<file path="src/rtl/core/spg_pkg.sv">
package spg_pkg;

    localparam int LANES_MAX = 4;
    localparam int POS_W     = 32;
    localparam int STEPS_W   = 32;
    localparam int TICK_W    = 16;
    localparam int CFG_IDX_W = 3;
    localparam int CFG_DAT_W = 16;

    // Input tdata: axis, move_dir, step_count, endstops (39 bits -> 40)
    localparam int S_TDATA_W = 40;
    // Output tdata: step_pulses, dir_levels, done_mask, pos_axis0..3 (140 -> 144)
    localparam int M_TDATA_W = 144;

    // Request kinds carried in tuser
    localparam logic [1:0] REQ_TICK = 2'd0;
    localparam logic [1:0] REQ_MOVE = 2'd1;
    localparam logic [1:0] REQ_HOME = 2'd2;
    localparam logic [1:0] REQ_HALT = 2'd3;

    // Configuration register indexes
    localparam logic [CFG_IDX_W-1:0] CFG_PERIOD0  = 3'd0;
    localparam logic [CFG_IDX_W-1:0] CFG_HOME_DIR = 3'd4;

    localparam logic [TICK_W-1:0] PERIOD_RESET [LANES_MAX] =
        '{16'd6, 16'd15, 16'd10, 16'd4};

    typedef struct packed {
        logic [1:0]         req_type;
        logic [1:0]         axis;
        logic               move_dir;
        logic [STEPS_W-1:0] step_count;
    } lane_cmd_t;

    typedef struct packed {
        logic                    pulse;
        logic                    dir;
        logic                    done;
        logic signed [POS_W-1:0] pos;
    } lane_status_t;

endpackage

</file>
<file path="src/rtl/core/spg_lane.sv">
module spg_lane #(
    parameter int LANE_IDX = 0
) (
    input  logic                        clk,
    input  logic                        rst_n,
    input  logic                        accept,
    input  spg_pkg::lane_cmd_t          cmd,
    input  logic                        endstop,
    input  logic                        home_dir,
    input  logic                        period_we,
    input  logic [spg_pkg::TICK_W-1:0]  period_data,
    output spg_pkg::lane_status_t       status
);
    import spg_pkg::*;

    localparam logic [1:0] LANE_SEL = LANE_IDX[1:0];

    logic [TICK_W-1:0]       period_reg;
    logic [TICK_W-1:0]       tick_reg, tick_next;
    logic                    dir_reg, dir_next;
    logic                    homing_reg, homing_next;
    logic [STEPS_W-1:0]      steps_reg, steps_next;
    logic signed [POS_W-1:0] pos_reg, pos_next;
    logic                    pulse;

    logic [TICK_W-1:0] per_eff;
    logic [TICK_W:0]   tick_inc;
    logic              hit;
    logic              clr;
    logic              sel;

    assign per_eff  = (period_reg == '0) ? TICK_W'(1) : period_reg;
    assign tick_inc = {1'b0, tick_reg} + (TICK_W+1)'(1);
    assign hit      = tick_inc >= {1'b0, per_eff};
    assign clr      = endstop && (dir_reg == home_dir);
    assign sel      = (cmd.axis == LANE_SEL);

    always_comb
    begin
        tick_next   = tick_reg;
        dir_next    = dir_reg;
        homing_next = homing_reg;
        steps_next  = steps_reg;
        pos_next    = pos_reg;
        pulse       = 1'b0;
        unique case (cmd.req_type)
            REQ_TICK:
            begin
                if (hit)
                begin
                    tick_next = '0;
                    if (clr)
                    begin
                        homing_next = 1'b0;
                        steps_next  = '0;
                        pos_next    = '0;
                    end
                    if (steps_next != '0)
                    begin
                        pulse      = 1'b1;
                        steps_next = steps_next - STEPS_W'(1);
                        pos_next   = dir_reg ? pos_next + POS_W'(1) : pos_next - POS_W'(1);
                    end
                    if (homing_next)
                        pulse = 1'b1;
                end
                else
                begin
                    tick_next = tick_inc[TICK_W-1:0];
                end
            end
            REQ_MOVE:
            begin
                if (sel)
                begin
                    dir_next    = cmd.move_dir;
                    steps_next  = cmd.step_count;
                    homing_next = 1'b0;
                end
            end
            REQ_HOME:
            begin
                if (sel)
                begin
                    homing_next = 1'b1;
                    steps_next  = '0;
                    dir_next    = home_dir;
                end
            end
            REQ_HALT:
            begin
                if (sel)
                begin
                    steps_next  = '0;
                    homing_next = 1'b0;
                end
            end
            default:
            begin
            end
        endcase
    end

    always_ff @(posedge clk or negedge rst_n)
    begin
        if (!rst_n)
        begin
            period_reg <= PERIOD_RESET[LANE_IDX];
            tick_reg   <= '0;
            dir_reg    <= 1'b0;
            homing_reg <= 1'b0;
            steps_reg  <= '0;
            pos_reg    <= '0;
        end
        else
        begin
            if (period_we)
                period_reg <= period_data;
            if (accept)
            begin
                tick_reg   <= tick_next;
                dir_reg    <= dir_next;
                homing_reg <= homing_next;
                steps_reg  <= steps_next;
                pos_reg    <= pos_next;
            end
        end
    end

    // State after this transaction, registered downstream
    assign status.pulse = pulse;
    assign status.dir   = dir_next;
    assign status.done  = (steps_next == '0) && !homing_next;
    assign status.pos   = pos_next;

endmodule

</file>
<file path="src/rtl/core/spg_merge.sv">
module spg_merge (
    input  logic                            clk,
    input  logic                            rst_n,
    input  logic                            accept,
    input  spg_pkg::lane_status_t           lanes [spg_pkg::LANES_MAX],
    input  logic                            out_take,
    output logic                            out_valid,
    output logic [spg_pkg::M_TDATA_W-1:0]   out_data
);
    import spg_pkg::*;

    logic                 valid_reg, valid_next;
    logic [M_TDATA_W-1:0] data_reg;
    logic [M_TDATA_W-1:0] packed_word;
    logic [LANES_MAX-1:0] pulses, dirs, dones;

    always_comb
    begin
        packed_word = '0;
        for (int a = 0; a < LANES_MAX; a++)
        begin
            pulses[a] = lanes[a].pulse;
            dirs[a]   = lanes[a].dir;
            dones[a]  = lanes[a].done;
            packed_word[3*LANES_MAX + a*POS_W +: POS_W] = lanes[a].pos;
        end
        packed_word[0 +: LANES_MAX]           = pulses;
        packed_word[LANES_MAX +: LANES_MAX]   = dirs;
        packed_word[2*LANES_MAX +: LANES_MAX] = dones;
    end

    always_comb
    begin
        valid_next = valid_reg;
        if (accept)
            valid_next = 1'b1;
        else if (out_take)
            valid_next = 1'b0;
    end

    always_ff @(posedge clk or negedge rst_n)
    begin
        if (!rst_n)
            valid_reg <= 1'b0;
        else
            valid_reg <= valid_next;
    end

    always_ff @(posedge clk)
    begin
        if (accept)
            data_reg <= packed_word;
    end

    assign out_valid = valid_reg;
    assign out_data  = data_reg;

endmodule

</file>
<file path="src/rtl/core/multi_axis_stepper_pulse_generator.sv">
// Channel   Dir  Handshake                      Payload
// s_axis    in   s_axis_tvalid/s_axis_tready    tuser: req_type; tdata: axis, move_dir,
//                                               step_count, endstops
// m_axis    out  m_axis_tvalid/m_axis_tready    tdata: step_pulses, dir_levels, done_mask,
//                                               pos_axis0..3
// cfg       in   cfg_valid/cfg_ready            cfg_index, cfg_data
//
// One transaction per cycle while s_axis_tready is high. Every lane computes its next
// state in the same cycle the request is taken; the result is registered in the output register.
// s_axis_tready drops only while a result sits unclaimed and m_axis_tready is low.
// Reset loads the period defaults and clears all lane state; no clearing pass.
// cfg_ready is always high.
module multi_axis_stepper_pulse_generator #(
    parameter int NUM_AXES = 4
) (
    input  logic                              clk,
    input  logic                              rst_n,

    input  logic                              s_axis_tvalid,
    output logic                              s_axis_tready,
    // [1:0] axis, [2] move_dir, [34:3] step_count, [38:35] endstops, [39] zero
    input  logic [spg_pkg::S_TDATA_W-1:0]     s_axis_tdata,
    // [1:0] req_type
    input  logic [1:0]                        s_axis_tuser,

    output logic                              m_axis_tvalid,
    input  logic                              m_axis_tready,
    // [3:0] step_pulses, [7:4] dir_levels, [11:8] done_mask,
    // [43:12] pos_axis0, [75:44] pos_axis1, [107:76] pos_axis2,
    // [139:108] pos_axis3, [143:140] zero
    output logic [spg_pkg::M_TDATA_W-1:0]     m_axis_tdata,

    input  logic                              cfg_valid,
    output logic                              cfg_ready,
    input  logic [spg_pkg::CFG_IDX_W-1:0]     cfg_index,
    input  logic [spg_pkg::CFG_DAT_W-1:0]     cfg_data
);
    import spg_pkg::*;

    // Lanes past the fourth have no registers or fields
    localparam int LANES = (NUM_AXES < LANES_MAX) ? NUM_AXES : LANES_MAX;

    logic                 accept;
    logic                 cfg_we;
    lane_cmd_t            cmd;
    logic [LANES_MAX-1:0] endstops;
    logic [LANES_MAX-1:0] home_dir_reg;
    lane_status_t         lane_st [LANES_MAX];

    assign cfg_ready     = 1'b1;
    assign cfg_we        = cfg_valid && cfg_ready;
    assign s_axis_tready = !m_axis_tvalid || m_axis_tready;
    assign accept        = s_axis_tvalid && s_axis_tready;

    assign cmd.req_type   = s_axis_tuser;
    assign cmd.axis       = s_axis_tdata[1:0];
    assign cmd.move_dir   = s_axis_tdata[2];
    assign cmd.step_count = s_axis_tdata[34:3];
    assign endstops       = s_axis_tdata[38:35];

    always_ff @(posedge clk or negedge rst_n)
    begin
        if (!rst_n)
            home_dir_reg <= '0;
        else if (cfg_we && cfg_index == CFG_HOME_DIR)
            home_dir_reg <= cfg_data[LANES_MAX-1:0];
    end

    // One lane per axis; absent lanes report zeros
    for (genvar a = 0; a < LANES_MAX; a++)
    begin : g_lane
        if (a < LANES)
        begin : g_on
            spg_lane #(
                .LANE_IDX (a)
            ) u_lane (
                .clk         (clk),
                .rst_n       (rst_n),
                .accept      (accept),
                .cmd         (cmd),
                .endstop     (endstops[a]),
                .home_dir    (home_dir_reg[a]),
                .period_we   (cfg_we && cfg_index == CFG_PERIOD0 + CFG_IDX_W'(a)),
                .period_data (cfg_data),
                .status      (lane_st[a])
            );
        end
        else
        begin : g_off
            assign lane_st[a] = '0;
        end
    end

    spg_merge u_merge (
        .clk       (clk),
        .rst_n     (rst_n),
        .accept    (accept),
        .lanes     (lane_st),
        .out_take  (m_axis_tready),
        .out_valid (m_axis_tvalid),
        .out_data  (m_axis_tdata)
    );

endmodule

</file>
<file path="config.mk">
export PLATFORM = sky130hd
export DESIGN_NAME = multi_axis_stepper_pulse_generator
export DESIGN_NICKNAME = d
export VERILOG_FILES = /design/src/rtl/core/spg_pkg.sv /design/src/rtl/core/spg_lane.sv /design/src/rtl/core/spg_merge.sv /design/src/rtl/core/multi_axis_stepper_pulse_generator.sv
export SDC_FILE = /design/constraint.sdc
export NUM_CORES = 2
export LEC_CHECK = 0
export ABC_AREA = 1
export BUFFER_PORTS_ARGS = -buffer_cell sky130_fd_sc_hd__clkbuf_2
export CORE_MARGIN = 2
export CORE_UTILIZATION = 30
export DETAILED_ROUTE_END_ITERATION = 8
export RECOVER_POWER = 50
export SLEW_MARGIN = 10
export SYNTH_ARGS = -nofsm -noshare
export SYNTH_HDL_FRONTEND = slang
export SYNTH_SLANG_ARGS = --single-unit
</file>
<file path="constraint.sdc">
create_clock -name clk -period 7.7 [get_ports clk]
set_input_delay 0 -clock clk [delete_from_list [all_inputs] [get_ports clk]]
set_output_delay 0 -clock clk [all_outputs]
set_load 0.1 [all_outputs]
</file>
==> results by group <==
Yosys
  • Syn Std Cell Area: 0.0429 mm^2
  • Main combinational cell family by area after synthesis: simple AND/OR/NAND/NOR gates
  • Register area share after synthesis: 0.330
  • Top_reg_cell synth: dfrtp_1
  • Multiplexer share of the synthesized area: 0
  • Synth Area in Compound Gates: 0.180
  • #FFs+latches synth: 537
  • Number of synthesized flops with an enable pin: between 100 and 150
  • Yosys warning total: 0
  • Async set-reset flop share out of synthesis: 0.739
  • Synthesized area per cell: 6.82 um^2
  • Synth Area in Simple Gates: 0.298
  • Synth area leader: dfrtp_1
  • XOR/XNOR Fraction of Synth Area: 0.0381
  • Synth top area share: 0.226
  • Netlist cell types: 64
  • Syn Inst Count: 6,300
  • Post-synthesis adder-cell area fraction: 0.0604
  • Leading post-synthesis cells by cell area: dfrtp_1 (23%), nand2_1 (16%), edfxtp_1 (9.8%), o21ai_0 (7.2%), inv_1 (5.9%)

Finish
  • Largest register FFs: 140
  • Most frequent cells in the layout: nand2_1 (1,831), inv_1 (677), o21ai_0 (619)
  • Most common cell after layout, fill and taps aside: nand2_1
  • Post-route insts no fill: between 8,000 and 9,000
  • Area Overhead vs Synth: 12.0%
  • Layout cell share with drive strength beyond 1: 0.0584
  • NumNets Final: 6,645

Detailed routing
  • Post-route ant nets: 0
  • DR WL/cell: 17.3 um
  • DR iter-0 viols: between 3,000 and 4,000
  • Vias/cell: 5.10
  • DRT Pass-1 Iters: 6
  • Vias: 42,500
  • DRC viols: 0
  • WL final: 144 mm

Clock tree
  • Later-pin clock latency in the skew report: just over 0.7 ns
  • Post-cts gate resize count: 0
  • Setup Buffers After CTS: 0
  • CTS root buf: clkbuf_16
  • TritonCTS buffer count: 74
  • Clock Path Buffers: 3
  • Hold buffer count at CTS: 33
  • TritonCTS clock tree: yes
  • Clock-pin slew on the worst setup and hold paths: ~0.07 ns
  • Clk sink count: 537
  • H-tree Lvls: 3

Worst setup path
  • WP data required: 8.25 ns
  • Largest stage delay on the critical path: 0.63 ns
  • CP startpoint kind: flip-flop
  • Critical Path Start: g_lane[0].g_on.u_lane.tick_reg[0]$_DFFE_PN0P_
  • Critical path peak fanout: 40
  • FF-to-FF setup slack: between 1.5 and 2 ns
  • Critical Setup Path Class: reg -> reg
  • Data arrival, critical path: 6.47 ns
  • FF-to-FF Start: g_lane[0].g_on.u_lane.tick_reg[0]$_DFFE_PN0P_
  • Critical path's slowest cell: nand2_1
  • CP Cell Sequence: inv_1 -> nor3_1 -> nand3_1 -> nor3_1 -> nand3_1 -> inv_1 -> nand3_1 -> nor4_1 -> xor2_1 -> inv_1 -> ha_1 -> nand4_1 -> nor4_1 -> nand2_1 -> nand3_4 -> buf_4 -> nand2_1 -> a21oi_1 -> nand3_1 -> nor2_1 -> nand2_1 -> nor2_1 -> nand2_1 -> nor2_1
  • CP endpoint kind: flip-flop

Die
  • Top Ports: 213
  • Initial Utilization: 0.303
  • Row count: 138
  • Full die area: 0.146 mm^2
  • DIE WIDTH: 382 um
  • Core Box Area: 0.142 mm^2
  • Die Height: ~380 um

Place
  • DP Wirelength: 101 mm
  • PortBufs: 206
  • Routability cong.: slightly above 0.9
  • Cell count after placement: 8,155

Min path
  • Hold Crit Class: in -> reg
  • Hold path startpoint: s_axis_tdata[26]

Power and ir drop
  • Worst vdd ir: 0.000339 V
  • Pwr Density: 418 mW/mm^2
  • Leak: approximately 0.023 uW

Global routing
  • Largest net degree at the start of global routing: 210
  • Total grt overflow: 0
  • Initial antenna violation count: 11
  • Vias in the first global route: about 40,000
  • Gr usage total: 0.194
  • First-pass GRT wire length: about 230 mm

Status
  • Failing checks: max-capacitance violations, max-slew violations
  • Status: finished with violations

Timing
  • Final number of setup-violating endpoints: 0
  • Relative slew slack: -2.16
  • Actual slew at the worst max-slew pin: 4.74 ns
  • Final Hold Viols: 0
  • Max Fclk: 169 MHz
  • RSZ-0062 raised after global routing: no
  • Worst Skew: 0.0425 ns
  • Fin. max-slew vios: 511
  • Final TNS setup: 0 ns
  • Final min period: 5.91 ns
  • Fin crit share: 0.768

Job
  • # Max-Cap Violations: 8
cells in the mapped netlist (7+ instances only):
| master | instances |
|---|---|
| nand4_1 | 105 |
| a32oi_1 | 13 |
| buf_4 | 16 |
| nand2_1 | 1832 |
| a21oi_1 | 268 |
| a21boi_0 | 7 |
| a21o_1 | 26 |
| o21ai_0 | 619 |
| nor2_4 | 12 |
| xor2_1 | 133 |
| nand3b_1 | 17 |
| inv_1 | 677 |
| nor2_1 | 443 |
| buf_6 | 19 |
| o22ai_1 | 21 |
| dfrtp_1 | 388 |
| nand3_1 | 484 |
| a31oi_1 | 66 |
| ha_1 | 201 |
| edfxtp_1 | 140 |
| xnor2_1 | 54 |
| nor4_1 | 31 |
| clkbuf_1 | 160 |
| inv_2 | 22 |
| o21bai_1 | 38 |
| nor3_1 | 41 |
| dfstp_2 | 9 |
| nor2_2 | 16 |
| o211ai_1 | 113 |
| o21ai_2 | 44 |
| nand2_2 | 16 |
| buf_1 | 27 |
| o21ai_1 | 88 |
| buf_2 | 70 |
worst paths after layout:
kind	to	cells past startpoint
min	g_lane[2].g_on.u_lane.steps_reg[23]$_DFFE_PN0P_	5
min reg2reg	g_lane[2].g_on.u_lane.pos_reg[31]$_DFFE_PN0P_	2
min in group asynchronous	g_lane[1].g_on.u_lane.steps_reg[21]$_DFFE_PN0P_	3
max in group asynchronous	g_lane[1].g_on.u_lane.steps_reg[17]$_DFFE_PN0P_	4
max reg2reg	u_merge.out_data[8]$_DFFE_PP_	24
max	u_merge.out_data[8]$_DFFE_PP_	24
power by group:
| group | switching (uW) | internal, uW | total [uW] |
|---|---|---|---|
| Combinational | 8190 | 3520 | 11700 |
| Clock | 1510 | 2220 | 3730 |
| Sequential | 756 | 3900 | 4660 |
| Total | 10500 | 9640 | 20100 |
critical path, delay by kind of cell, from the launching register on:
family | cells | cell delay [ns]
compound gates | 1 | 0.23
buf+inv | 4 | 0.73
simple gates | 17 | 3.81
flops | 1 | 0.38
xor+xnor | 1 | 0.23
fa+ha+maj | 1 | 0.36
stage by stage:
step	total power, uW	instance area, um^2	hold WS [ns]	worst slack [ns]	util
floorplan	13600	42900	-0.296	0.669	-
global route	21800	48100	0.0962	1.02	0.339
CTS	20200	48400	0.0161	1.88	0.341
finish	20100	48100	0.122	1.79	0.339
detailed placement	16300	45400	0.0854	1.92	0.320
global placement	16200	45400	0.0831	1.86	0.320
cell type report:
type | count | area [um^2]
multi-input combinational | 4771 | 24800
timing repair buffer | 287 | 1520
fill | 15300 | 93700
sequential | 537 | 14100
clock inverter | 44 | 601
tap | 1890 | 2360
antenna | 2 | 5.00
clock buffer | 94 | 2010
inverter | 703 | 2650
cells by family after synthesis:
group | after synthesis
adders and majority gates | 205
xor gates and xnor gates | 187
other | 2
DFF | 537
buffers and inverters | 995
AOI/OAI and AO/OA | 1347
and+or+nand+nor | 3027
metal layers:
metal,vias to the layer above,part of all wire,GRT usage
li1,21100,-,-
met1,19800,0.46,0.263
met2,1272,0.44,0.302
met3,265,0.063,0.0334
met4,8,0.042,0.0833
met5,-,0.00039,0
(Power assumes the default switching activity.)
